## config.mk

```make
export PLATFORM = sky130hd
export DESIGN_NAME = ratio_sort_two_group_split_top
export DESIGN_NICKNAME = d
export VERILOG_FILES = /design/src/rtl/rssplit_pkg.sv /design/src/rtl/rssplit_ram.sv /design/src/rtl/rssplit_div.sv /design/src/rtl/ratio_sort_two_group_split_top.sv
export VERILOG_INCLUDE_DIRS = /design/src /design/src/rtl
export SDC_FILE = /design/constraint.sdc
export NUM_CORES = 2
export LEC_CHECK = 0
export ABC_AREA = 1
export ABC_CLOCK_PERIOD_IN_PS = 10650
export BUFFER_PORTS_ARGS = -buffer_cell sky130_fd_sc_hd__buf_2
export CAP_MARGIN = 20
export CORE_ASPECT_RATIO = 0.8
export CORE_MARGIN = 2
export CORE_UTILIZATION = 30
export CTS_CLUSTER_SIZE = 20
export DETAILED_ROUTE_END_ITERATION = 8
export PLACE_DENSITY_LB_ADDON = 0.15
export SLEW_MARGIN = 0
export SYNTH_ARGS = -nofsm -noshare
export SYNTH_HDL_FRONTEND = slang
export SYNTH_HIERARCHICAL = 1
export SYNTH_SLANG_ARGS = --single-unit
```

## constraint.sdc

```tcl
create_clock -name i_clk -period 10.65 [get_ports i_clk]
set_clock_uncertainty 0.05 [all_clocks]
set_input_delay 0.5325 -clock i_clk [delete_from_list [all_inputs] [get_ports i_clk]]
set_output_delay 0.5325 -clock i_clk [all_outputs]
set_load 0.03 [all_outputs]
```

## src/rtl/ratio_sort_two_group_split_top_macros.svh

```systemverilog
// Assertion macros for the ratio sort block.
`ifndef RATIO_SORT_TWO_GROUP_SPLIT_TOP_MACROS_SVH
`define RATIO_SORT_TWO_GROUP_SPLIT_TOP_MACROS_SVH
`ifndef SYNTHESIS
`define RS_ASSERT_IMP(lbl, clk, rst_n, a, c) \
    lbl: assert property (@(posedge clk) disable iff (!rst_n) (a) |-> (c)) \
        else $error("assertion failed");
`define RS_ASSERT_NXT(lbl, clk, rst_n, a, c) \
    lbl: assert property (@(posedge clk) disable iff (!rst_n) (a) |=> (c)) \
        else $error("assertion failed");
`else
`define RS_ASSERT_IMP(lbl, clk, rst_n, a, c)
`define RS_ASSERT_NXT(lbl, clk, rst_n, a, c)
`endif
`endif

```

## src/rtl/rssplit_pkg.sv

```systemverilog
// Package for the ratio sort block: sizes and controller states.
package rssplit_pkg;
    localparam int MAX_ITEMS = 32;
    localparam int AW = $clog2(MAX_ITEMS);
    localparam int CW = $clog2(MAX_ITEMS + 1);
    localparam int IDW = 16;
    localparam int RW = 32;
    localparam int EW = IDW + RW;
    localparam logic [RW-1:0] RATIO_SAT = '1;

    typedef enum logic [3:0] {
        ST_LOAD, ST_DIV, ST_WR, ST_SRD, ST_SCMP, ST_SWR, ST_STAIL,
        ST_MINRD, ST_MINWT, ST_CRD, ST_CCMP, ST_HDR, ST_ORD, ST_OWT, ST_OUT
    } t_state;

    typedef enum logic {KIND_COUNT = 1'b0, KIND_ID = 1'b1} t_kind;
endpackage

```

## src/rtl/rssplit_ram.sv

```systemverilog
// Generic single-port synchronous RAM with registered read.
module rssplit_ram #(
    parameter int WIDTH = 8,
    parameter int DEPTH = 16
) (
    input  logic                     i_clk,
    input  logic                     i_we,
    input  logic [$clog2(DEPTH)-1:0] i_addr,
    input  logic [WIDTH-1:0]         i_wdata,
    output logic [WIDTH-1:0]         o_rdata
);
    logic [WIDTH-1:0] r_mem [DEPTH];
    always_ff @(posedge i_clk) begin
        if (i_we) r_mem[i_addr] <= i_wdata;
        o_rdata <= r_mem[i_addr];
    end
endmodule

```

## src/rtl/rssplit_div.sv

```systemverilog
// Restoring Q16.16 divider, one quotient bit per cycle.
module rssplit_div (
    input  logic        i_clk,
    input  logic        i_rst_n,
    input  logic        i_start,
    input  logic [15:0] i_num,
    input  logic [15:0] i_den,
    output logic        o_done,
    output logic [31:0] o_quot
);
    logic [47:0] r_num;
    logic [16:0] r_rem;
    logic [15:0] r_den;
    logic [5:0]  r_cnt;
    logic        r_busy;
    logic [16:0] n_shift;
    logic [17:0] n_diff;

    assign n_shift = {r_rem[15:0], r_num[47]};
    assign n_diff  = {1'b0, n_shift} - {2'b0, r_den};

    always_ff @(posedge i_clk) begin
        if (!i_rst_n) begin
            r_busy <= 1'b0;
            o_done <= 1'b0;
        end else begin
            o_done <= 1'b0;
            if (i_start) begin
                r_busy <= 1'b1;
                r_cnt  <= 6'd0;
                r_num  <= {16'd0, i_num, 16'd0};
                r_rem  <= '0;
                r_den  <= i_den;
            end else if (r_busy) begin
                r_num <= {r_num[46:0], ~n_diff[17]};
                r_rem <= n_diff[17] ? n_shift : n_diff[16:0];
                r_cnt <= r_cnt + 6'd1;
                if (r_cnt == 6'd47) begin
                    r_busy <= 1'b0;
                    o_done <= 1'b1;
                end
            end
        end
    end
    // quotient bits above 32 are always zero since num < 2^16
    assign o_quot = (r_den == 16'd0) ? rssplit_pkg::RATIO_SAT : r_num[31:0];
endmodule

```

## src/rtl/ratio_sort_two_group_split_top.sv

```systemverilog
// Ratio sort and two-group split: loads records, bubble sorts them in RAM, emits groups.
// Each record waits on the 48-step serial divider before it is stored. After the last
// record the bubble sort runs its passes through one RAM port (n*(n-1)/2 compares),
// then a counting pass over the entries, then the results are emitted. No input is
// taken while a set is sorted or emitted.
`include "ratio_sort_two_group_split_top_macros.svh"
module ratio_sort_two_group_split_top (
    input  logic        i_clk,
    input  logic        i_rst_n,
    input  logic        i_valid,
    output logic        o_ready,
    input  logic [15:0] i_sample_id,
    input  logic [15:0] i_count_before,
    input  logic [15:0] i_count_after,
    input  logic        i_last_item,
    output logic        o_valid,
    input  logic        i_ready,
    output logic        o_entry_kind,
    output logic        o_group_sel,
    output logic [15:0] o_out_value,
    output logic        o_last_result
);
    localparam int AW = rssplit_pkg::AW;
    localparam int CW = rssplit_pkg::CW;
    localparam int EW = rssplit_pkg::EW;

    rssplit_pkg::t_state r_state, n_state;
    logic [CW-1:0] r_cnt;     // loaded count
    logic [CW-1:0] r_n;       // set size for the run
    logic [15:0]   r_id;
    logic          r_last;
    logic [AW-1:0] r_k, r_lim;  // bubble index / pass limit
    logic [EW-1:0] r_prev;
    logic [31:0]   r_max, r_min;
    logic [CW-1:0] r_strong;
    logic [CW-1:0] r_i;       // count / output index
    logic          r_grp;
    logic          r_ov;
    logic          r_okind, r_ogrp, r_olast;
    logic [15:0]   r_oval;

    logic          div_start, div_done;
    logic [31:0]   div_q;
    logic          ram_we;
    logic [AW-1:0] ram_addr;
    logic [EW-1:0] ram_wd, ram_rd;
    logic          acc;
    logic [32:0]   sum;
    logic [CW-1:0] strong_end;
    logic          out_load;

    assign acc = i_valid && o_ready;
    assign sum = {1'b0, r_max} + {1'b0, r_min};
    assign strong_end = r_grp ? r_strong : '0;
    assign out_load = (!r_ov || i_ready) &&
                      ((r_state == rssplit_pkg::ST_HDR) ||
                       (r_state == rssplit_pkg::ST_OUT && !r_olast));

    rssplit_div u_div (
        .i_clk(i_clk), .i_rst_n(i_rst_n), .i_start(div_start),
        .i_num(i_count_after), .i_den(i_count_before),
        .o_done(div_done), .o_quot(div_q)
    );

    rssplit_ram #(.WIDTH(EW), .DEPTH(rssplit_pkg::MAX_ITEMS)) u_ram (
        .i_clk(i_clk), .i_we(ram_we), .i_addr(ram_addr),
        .i_wdata(ram_wd), .o_rdata(ram_rd)
    );

    // next state
    always_comb begin
        n_state = r_state;
        case (r_state)
            rssplit_pkg::ST_LOAD: if (acc) begin
                if (r_cnt < CW'(rssplit_pkg::MAX_ITEMS)) n_state = rssplit_pkg::ST_DIV;
                else if (i_last_item) n_state = rssplit_pkg::ST_SRD;
            end
            rssplit_pkg::ST_DIV: if (div_done) n_state = rssplit_pkg::ST_WR;
            rssplit_pkg::ST_WR: n_state = r_last ? rssplit_pkg::ST_SRD : rssplit_pkg::ST_LOAD;
            rssplit_pkg::ST_SRD:
                n_state = (r_n < CW'(2)) ? rssplit_pkg::ST_MINRD : rssplit_pkg::ST_SCMP;
            rssplit_pkg::ST_SCMP: n_state = rssplit_pkg::ST_SWR;
            rssplit_pkg::ST_SWR:
                if (r_k == r_lim) n_state = rssplit_pkg::ST_STAIL;
                else n_state = rssplit_pkg::ST_SCMP;
            rssplit_pkg::ST_STAIL:
                n_state = (r_lim == AW'(1)) ? rssplit_pkg::ST_MINRD : rssplit_pkg::ST_SRD;
            rssplit_pkg::ST_MINRD: n_state = rssplit_pkg::ST_MINWT;
            rssplit_pkg::ST_MINWT: n_state = rssplit_pkg::ST_CRD;
            rssplit_pkg::ST_CRD:
                n_state = (r_i == r_n) ? rssplit_pkg::ST_HDR : rssplit_pkg::ST_CCMP;
            rssplit_pkg::ST_CCMP: n_state = rssplit_pkg::ST_CRD;
            rssplit_pkg::ST_HDR: if (!r_ov || i_ready) n_state = rssplit_pkg::ST_ORD;
            rssplit_pkg::ST_ORD:
                if (r_i == strong_end) begin
                    if (r_grp) n_state = rssplit_pkg::ST_OUT;
                    else n_state = rssplit_pkg::ST_HDR;
                end else n_state = rssplit_pkg::ST_OWT;
            rssplit_pkg::ST_OWT: n_state = rssplit_pkg::ST_OUT;
            rssplit_pkg::ST_OUT:
                if (!r_ov || i_ready)
                    n_state = r_olast ? rssplit_pkg::ST_LOAD : rssplit_pkg::ST_ORD;
            default: n_state = rssplit_pkg::ST_LOAD;
        endcase
    end

    // outputs / datapath controls
    always_comb begin
        o_ready   = (r_state == rssplit_pkg::ST_LOAD) && !r_ov;
        div_start = (r_state == rssplit_pkg::ST_LOAD) && acc &&
                    (r_cnt < CW'(rssplit_pkg::MAX_ITEMS));
        ram_we    = 1'b0;
        ram_addr  = r_k;
        ram_wd    = r_prev;
        case (r_state)
            rssplit_pkg::ST_WR: begin
                ram_we   = 1'b1;
                ram_addr = r_cnt[AW-1:0];
                ram_wd   = {div_q, r_id};
            end
            rssplit_pkg::ST_SRD: ram_addr = '0;
            rssplit_pkg::ST_SCMP: ram_addr = r_k;
            rssplit_pkg::ST_SWR: begin
                // write the larger of the pair into k-1
                ram_addr = r_k - AW'(1);
                ram_we   = 1'b1;
                ram_wd   = (ram_rd[EW-1:16] > r_prev[EW-1:16]) ? ram_rd : r_prev;
            end
            // carried survivor lands at the end of the pass
            rssplit_pkg::ST_STAIL: ram_we = 1'b1;
            rssplit_pkg::ST_MINRD: ram_addr = AW'(r_n - CW'(1));
            rssplit_pkg::ST_CRD: ram_addr = r_i[AW-1:0];
            // hold the address so the read data stays put while the output stalls
            rssplit_pkg::ST_ORD: ram_addr = AW'(r_i - CW'(1));
            rssplit_pkg::ST_OWT: ram_addr = AW'(r_i - CW'(1));
            rssplit_pkg::ST_OUT: ram_addr = AW'(r_i - CW'(1));
            default: ;
        endcase
    end

    always_ff @(posedge i_clk) begin
        if (!i_rst_n) begin
            r_state <= rssplit_pkg::ST_LOAD;
            r_cnt   <= '0;
            r_ov    <= 1'b0;
        end else begin
            r_state <= n_state;
            if (out_load) r_ov <= 1'b1;
            else if (i_ready) r_ov <= 1'b0;
            case (r_state)
                rssplit_pkg::ST_LOAD: if (acc) begin
                    r_id   <= i_sample_id;
                    r_last <= i_last_item;
                    if (!(r_cnt < CW'(rssplit_pkg::MAX_ITEMS)) && i_last_item) begin
                        r_n   <= r_cnt;
                        r_cnt <= '0;
                        r_k   <= AW'(1);
                        r_lim <= AW'(r_cnt - CW'(1));
                    end
                end
                rssplit_pkg::ST_WR: begin
                    r_cnt <= r_cnt + CW'(1);
                    if (r_last) begin
                        r_n   <= r_cnt + CW'(1);
                        r_cnt <= '0;
                        r_k   <= AW'(1);
                        r_lim <= AW'(r_cnt);
                    end
                end
                rssplit_pkg::ST_SRD: begin
                    r_i <= '0;
                end
                rssplit_pkg::ST_SCMP: begin
                    if (r_k == AW'(1)) r_prev <= ram_rd;  // element 0 just read
                end
                rssplit_pkg::ST_SWR: begin
                    // carry larger-index survivor: the smaller ratio moves down, stable
                    logic [EW-1:0] hi;
                    hi = (ram_rd[EW-1:16] > r_prev[EW-1:16]) ? r_prev : ram_rd;
                    if (r_k != r_lim) r_k <= r_k + AW'(1);
                    r_prev <= hi;
                end
                rssplit_pkg::ST_STAIL: begin
                    r_k   <= AW'(1);
                    r_lim <= r_lim - AW'(1);
                end
                rssplit_pkg::ST_MINWT: begin
                    r_min <= ram_rd[EW-1:16];
                    r_strong <= '0;
                    r_i <= '0;
                end
                rssplit_pkg::ST_CCMP: begin
                    if (r_i == '0) r_max <= ram_rd[EW-1:16];
                    if ({ram_rd[EW-1:16], 1'b0} >= ((r_i == '0) ?
                            {1'b0, ram_rd[EW-1:16]} + {1'b0, r_min} : sum))
                        r_strong <= r_strong + CW'(1);
                    r_i <= r_i + CW'(1);
                end
                rssplit_pkg::ST_CRD: if (r_i == r_n) begin
                    r_grp <= 1'b0;
                end
                rssplit_pkg::ST_HDR: if (!r_ov || i_ready) begin
                    r_okind <= rssplit_pkg::KIND_COUNT;
                    r_ogrp  <= r_grp;
                    r_oval  <= 16'(r_grp ? (r_n - r_strong) : r_strong);
                    r_olast <= r_grp && (r_n == r_strong);
                    r_i     <= r_grp ? r_n : r_strong;
                end
                rssplit_pkg::ST_ORD: if (r_i == strong_end && !r_grp) r_grp <= 1'b1;
                rssplit_pkg::ST_OWT: ;
                rssplit_pkg::ST_OUT: if (!r_ov || i_ready) begin
                    if (!r_olast) begin
                        r_okind <= rssplit_pkg::KIND_ID;
                        r_ogrp  <= r_grp;
                        r_oval  <= ram_rd[15:0];
                        r_olast <= r_grp && (r_i - CW'(1) == r_strong);
                        r_i     <= r_i - CW'(1);
                    end
                end
                default: ;
            endcase
        end
    end

    assign o_valid       = r_ov;
    assign o_entry_kind  = r_okind;
    assign o_group_sel   = r_ogrp;
    assign o_out_value   = r_oval;
    assign o_last_result = r_olast;

    `RS_ASSERT_IMP(a_no_in_during_out, i_clk, i_rst_n, o_valid, !o_ready)
    `RS_ASSERT_IMP(a_cnt_range, i_clk, i_rst_n, 1'b1, r_cnt <= CW'(rssplit_pkg::MAX_ITEMS))
    `RS_ASSERT_NXT(a_last_done, i_clk, i_rst_n, o_valid && i_ready && o_last_result,
                   !o_valid)
endmodule

```

### After elaboration in Yosys (flattened, before gate mapping)

Memory sizes are Yosys's and may differ from the RTL's. A register that Yosys moved wholly into a read port is not among the register bits.
Index checks and enable logic that the tools add are counted.
Widths: inputs -> output; s select.

* output and inout bits: 21
* input port bits: 53
* bits in registers: 276
* memories kept: 1
* word-level logic and storage cells: 216
* RAM bits: 1536

* multiplexer cells: 82
* bitwise operators: 3
* reduce and logical (&&, ||, !) cells: 50
* equal/unequal tests: 37
* add/sub/neg operators: 14
* order comparisons: 4

Memory list
* u_ram.r_mem: depth 32, bits a word 48, read ports 1, clocked after memory_dff 1, wr ports 1, RTL line rssplit_ram.sv:12 `logic [WIDTH-1:0] r_mem [DEPTH];`

Operators with widths (count)
* $mux 48: 4
* $pmux 48 s2: 2
* $mux 16: 6
* $mux 6: 13
* $add 32x32->33: 2
* $mux 32: 2
* $pmux 4 s14: 1
* $pmux 6 s2: 3
* $mux 5: 7
* $ge 33x33->1: 1
* $mux 33: 1
* $gt 32x32->1: 1
* $mux 4: 8
* $pmux 16 s2: 1
* $pmux 5 s6: 1
* $eq 4x4->1 const B: 7
* $reduce_and 5->1: 5
* $add 6x1->6 const B: 4
* $eq 6x6->1: 4
* $pmux 6 s4: 1
* $mux 1: 21
* $pmux 5 s4: 1
* $sub 5x1->5 const B: 4
* $ne 2x2->1 const B: 9
* 35 further kinds: 81

### Logic depth before layout (Yosys ltp)

* depth in word-level cells: 7
* depth in mapped cells: 29
* gate-level depth less buffers: 26

### By module

Netlist, hierarchy kept.

Modules (own cells, without submodules)
* rssplit_ram: area an instance 64317.9 µm², times used 1, cells an instance 6113
* ratio_sort_two_group_split_top: area an instance 13726.9 µm², times used 1, cells an instance 1763
* rssplit_div: area an instance 4795.8 µm², times used 1, cells an instance 562

### Worst setup path before layout

OpenSTA, ideal clock, no wires.

* path kind: register to register
* start point: reg r_state[1]
* end point: mem u_ram/r_mem[28][0] in the netlist's numbering (enable)
* cell stages (with the launch flop): 13
* period minus slack after synthesis: 4.901 ns
* path slack: 5.749 ns
* arrival: 4.398 ns
* data required time: 10.146 ns
* path buffers: 2
* setup time: 0.454 ns
* path through: dfxtp_1 -> nand2_4 -> inv_1 -> nor2_1 -> nor3_1 -> nand2_1 -> o2111ai_1 -> inv_2 -> nor3_2 -> buf_2 -> buf_4 -> inv_1 -> nor2_1

RTL lines
* from (decl): RTL line ratio_sort_two_group_split_top.sv:27 `rssplit_pkg::t_state r_state, n_state;`
* from (signal assigned): RTL line ratio_sort_two_group_split_top.sv:143 `r_state <= rssplit_pkg::ST_LOAD;`
* from (signal assigned): RTL line ratio_sort_two_group_split_top.sv:147 `r_state <= n_state;`
* $eq 4x4->1: RTL line ratio_sort_two_group_split_top.sv:115 `case (r_state)`
* $reduce_or 3->1 (no line)
* $pmux 5 s6 *: RTL line ratio_sort_two_group_split_top.sv:115
* named net ram_addr[2]: RTL line ratio_sort_two_group_split_top.sv:45 `logic [AW-1:0] ram_addr;`
* to (decl): RTL line rssplit_ram.sv:12

The timed path passes the listed nets; every way through them passes the cells marked *.

### Worst setup path after layout

* start point: reg r_i[0]
* end point: reg r_strong[4] (enable)

* word-level cells in the longest chain between the ends: 5

Ends and longest elaborated chain
* from (decl): RTL line ratio_sort_two_group_split_top.sv:36 `logic [CW-1:0] r_i;`
* from (signal assigned): RTL line ratio_sort_two_group_split_top.sv:197 `r_i <= r_i + CW'(1);`
* from (signal assigned): RTL line ratio_sort_two_group_split_top.sv:207 `r_i <= r_grp ? r_n : r_strong;`
* from (signal assigned): RTL line ratio_sort_two_group_split_top.sv:217 `r_i <= r_i - CW'(1);`
* $logic_not 6->1: RTL line ratio_sort_two_group_split_top.sv:194 `if ({ram_rd[EW-1:16], 1'b0} >= ((r_i == '0) ?`
* $mux 33: RTL line ratio_sort_two_group_split_top.sv:194
* $ge 33x33->1: RTL line ratio_sort_two_group_split_top.sv:194
* $ne 2x2->1 (no line)
* $reduce_and 3->1 (no line)
* to (signal assigned): RTL line ratio_sort_two_group_split_top.sv:196 `r_strong <= r_strong + CW'(1);`
* to (decl): RTL line ratio_sort_two_group_split_top.sv:35 `logic [CW-1:0] r_strong;`

Every way passes these cells.
A chain may end at the register's enable or synchronous reset.

==> qor.yml <==
status:
  status: "finished clean"
placement:
  gp_congestion: 0.8249
  dp_hpwl_mm: 168.3
  numPortBuffers: 73
critical_path:
  cp.required_ns: 11.09
  cp_max_fo: 65
  r2r-start: "r_i[0]$_DFFE_PP_"
  crit_arrival_ns: 6.32
  cp-startpoint: "r_i[0]$_DFFE_PP_"
  crit_path_end_kind: "flop"
  crit_type: "reg2reg"
  regToRegSetupSlack_ns: 4.77
  critPathLaunchType: "flop"
die:
  die_h_um: 474.0
  ioPinCount: 74
  core_area_um2: 274600
  die_area_um2: 280400
  num_rows: 172
  start_util: 0.3017
  fp.dieW_um: 591.5
synthesis:
  yosysWarningCount: 6
  yosysTopAreaCellShare: 0.6521
  synth_area_leaders: "edfxtp_1 (65%), nand2_1 (21%), ha_1 (2.0%)"
  yosysMostFrequentCell: "nand2_1"
  synth_top_cell_by_area: "edfxtp_1"
  syn_avg_cell_area_um2: 9.818
  synthesis.instances: 8438
  synth_nets: 8626
  synth-edff-count: 1799
  synthArstFlopShare: 0
  synth-seq-cells: 1860
  ys.flop_type: "edfxtp_1"
  syn_area_um2: 82840
  seq_area_frac_synth: 0.6669
  synthTopCellsByCount: "nand2_1 (4653), edfxtp_1 (1799), inv_1 (379)"
  yosysUniqueCellTypes: 56
cts:
  cts_tree: "done"
  cts-root-buf: "clkbuf_16"
  h-tree-depth: 4
  clock_latency_ns: 0.87
  clockBufferDepth: 4
  cts_buffers: 207
  clk_pin_slew_ns: 0.07
  cts_num_sinks: 1860
sta:
  fin_crit_ns: 5.880
  rsz0062_at_grt: "no"
  setup_viol: 0
  setup_tns_ns: 0
  worstMarginPinSlew_ns: 1.161
  period_share: 0.5521
  slew_violations: 0
  hold_viol_final: 0
  clock.fmax_mhz: 170.1
  slew_headroom: 0.2263
  hold_ws_ns: 0.1008
finish:
  multiInputGateArea_um2: 24910
  drive_gt1_frac: 0.07015
  area_growth_pct: 14.07
  finalNetCount: 8711
  seq_area_um2: 55240
  fill_cells: 27860
global_route:
  grt_pass1_vias: 56420
  grt_usage: 0.1996
  grt_max_degree: 127
  grt_pass1_wl_mm: 407.4
  grt-ovfl-total: 0
  antenna_found_initial: 25
hold_path:
  hold_class: "in2reg"
  holdCritStartpoint: "i_rst_n"
power:
  internal_power_w: 0.01397
  p_sw_frac: 0.3586
  seq_power_share: 0.419
  ir_drop_mv: 0.1243
  pwr-share-clk: 0.317
  leakagePower_nw: 38.71
  power_density_nw_per_um2: 230.4
  power.total_w: 0.02177
  p_switching_w: 0.007807
  p_comb_frac: 0.264
route:
  drt-total-wl_mm: 285.2
  drc: 0
  drtIter0Drc: 5713
  final_antenna_net_count: 0
  drtPass1Iterations: 6
  viasPerCell: 4.766
  wire_per_inst_um: 23.09
  vias: 58850
flow_run:
  maxCapViolCount: 0
-- routing by layer --
metal | vias up | share of wire | global-route usage
met3 | 331 | 0.084 | 0.04858
li1 | 27680 | - | -
met1 | 28950 | 0.49 | 0.3008
met4 | 2 | 0.021 | 0.04605
met5 | - | 0.000025 | 0
met2 | 1894 | 0.41 | 0.2849
-- power by group through the flow --
stage	combinational (W)	clock (W)	sequential, W
after floorplan	0.00358	0	0.00892
after global routing	0.00641	0.00733	0.00915
after detailed placement	0.00570	0	0.00928
after global placement	0.00573	0	0.00928
after CTS	0.00574	0.00707	0.00913
final	0.00575	0.00689	0.00913
-- registers in the layout, indices dropped and copies added, names as in the netlist, 4 cells and up --
| register | count |
|---|---|
| u_ram/r_mem | 1536 |
| u_div/r_num | 48 |
| u_div/r_rem | 16 |
| r_n | 6 |
| r_state | 4 |
| r_cnt | 6 |
| r_min | 32 |
| r_lim | 5 |
| u_div/r_den | 16 |
| r_strong | 6 |
| r_i | 6 |
| r_max | 32 |
| u_ram/o_rdata | 48 |
| r_prev | 48 |
| r_id | 16 |
| r_k | 5 |
| u_div/r_cnt | 6 |
| o_out_value | 16 |
-- timing repair --
action | CTS | global route
endpoints found under the hold margin | 51 | 0
buffers inserted | 0 | 0
setup endpoints to repair | 0 | 0
resized for setup | 0 | 0
hold buffers | 50 | 0
-- worst paths after layout --
check / to / cells past startpoint
worst max-delay path: r_strong[4]$_SDFFCE_PN0P_ / 26
worst min-delay path: u_div/o_done$_SDFF_PP0_ / 3
worst max register to register: r_strong[4]$_SDFFCE_PN0P_ / 26
worst min register to register: r_prev[3]$_DFFE_PP_ / 0
-- cell usage in the layout, fill, tap and decap left out, types with 5 or more instances in the layout --
cell / count
inv_2: 19
edfxtp_1: 1799
nor2_2: 7
nand3_1: 164
dlygate4sd3_1: 50
clkbuf_16: 209
bufinv_16: 9
nor2_1: 295
clkbuf_1: 57
inv_1: 378
a21oi_1: 123
nand4_1: 24
nor4_1: 8
o22ai_1: 8
o21ai_0: 157
xnor2_1: 21
buf_12: 12
nor3_1: 25
nand2_4: 7
nand2_1: 4612
or2_2: 5
clkinv_1: 36
a31oi_1: 6
nand2_2: 45
xor2_1: 27
clkinvlp_4: 6
buf_4: 101
a21o_1: 7
o21ai_1: 27
ha_1: 132
nand3b_1: 14
o21a_1: 5
buf_2: 73
diode_2: 13
clkbuf_8: 15
dfxtp_1: 61
nor3_4: 7
nor2_4: 40
clkinv_2: 33
-- kinds of logic (layout without fill, tap and decap cells) --
group	Yosys count	count (layout)	synth area share
compound gates	366	366	0.02395
xor+xnor	48	48	0.005075
fa+ha+maj	135	135	0.02066
buf+inv	765	1008	0.03780
flops	1860	1860	0.6669
other cells	0	13	0
simple gates	5264	5264	0.2456
-- critical path: stages, from the launching register on --
cell and delay (ns):
edfxtp_1 0.54, inv_1 0.18, ha_1 0.23, nand4_1 0.08
buf_4 0.52, o21ai_0 0.18, ha_1 0.24, fa_1 0.42
nand3_1 0.10, nand2_1 0.15, a21boi_0 0.39, o21ai_1 0.18
nand2_1 0.12, nand2_1 0.16, nand2_1 0.13, nand2_1 0.05
nand2_1 0.06, nand2_1 0.06, ha_1 0.30, nand2_1 0.05
nor2_1 0.12, nand4_1 0.19, nor2_1 0.19, a21oi_1 0.08
nand3_1 0.08, nor2_1 0.10, nor2_1 0.47
-- per-stage QoR --
step | instance area [um^2] | setup WS [ns] | utilization | cells
finish | 94490 | 4.770 | 0.3441 | 12350
global route | 94460 | 4.292 | 0.3440 | 12340
CTS | 94360 | 4.740 | 0.3436 | 12330
detailed placement | 87560 | 4.774 | 0.3189 | 11910
global placement | 87540 | 4.899 | 0.3188 | 11910
floorplan | 82840 | 5.749 | - | 8438
-- layout make-up --
cell class | instances | area share
multi-input combinational | 5813 | 0.2636
tap | 3654 | 0.04838
clock inverter | 86 | 0.006859
sequential | 1860 | 0.5846
inverter | 403 | 0.01619
clock buffer | 281 | 0.05980
timing repair buffer | 238 | 0.02018
antenna | 13 | 0.0003443
No activity file was read; power rests on OpenSTA's default activity.
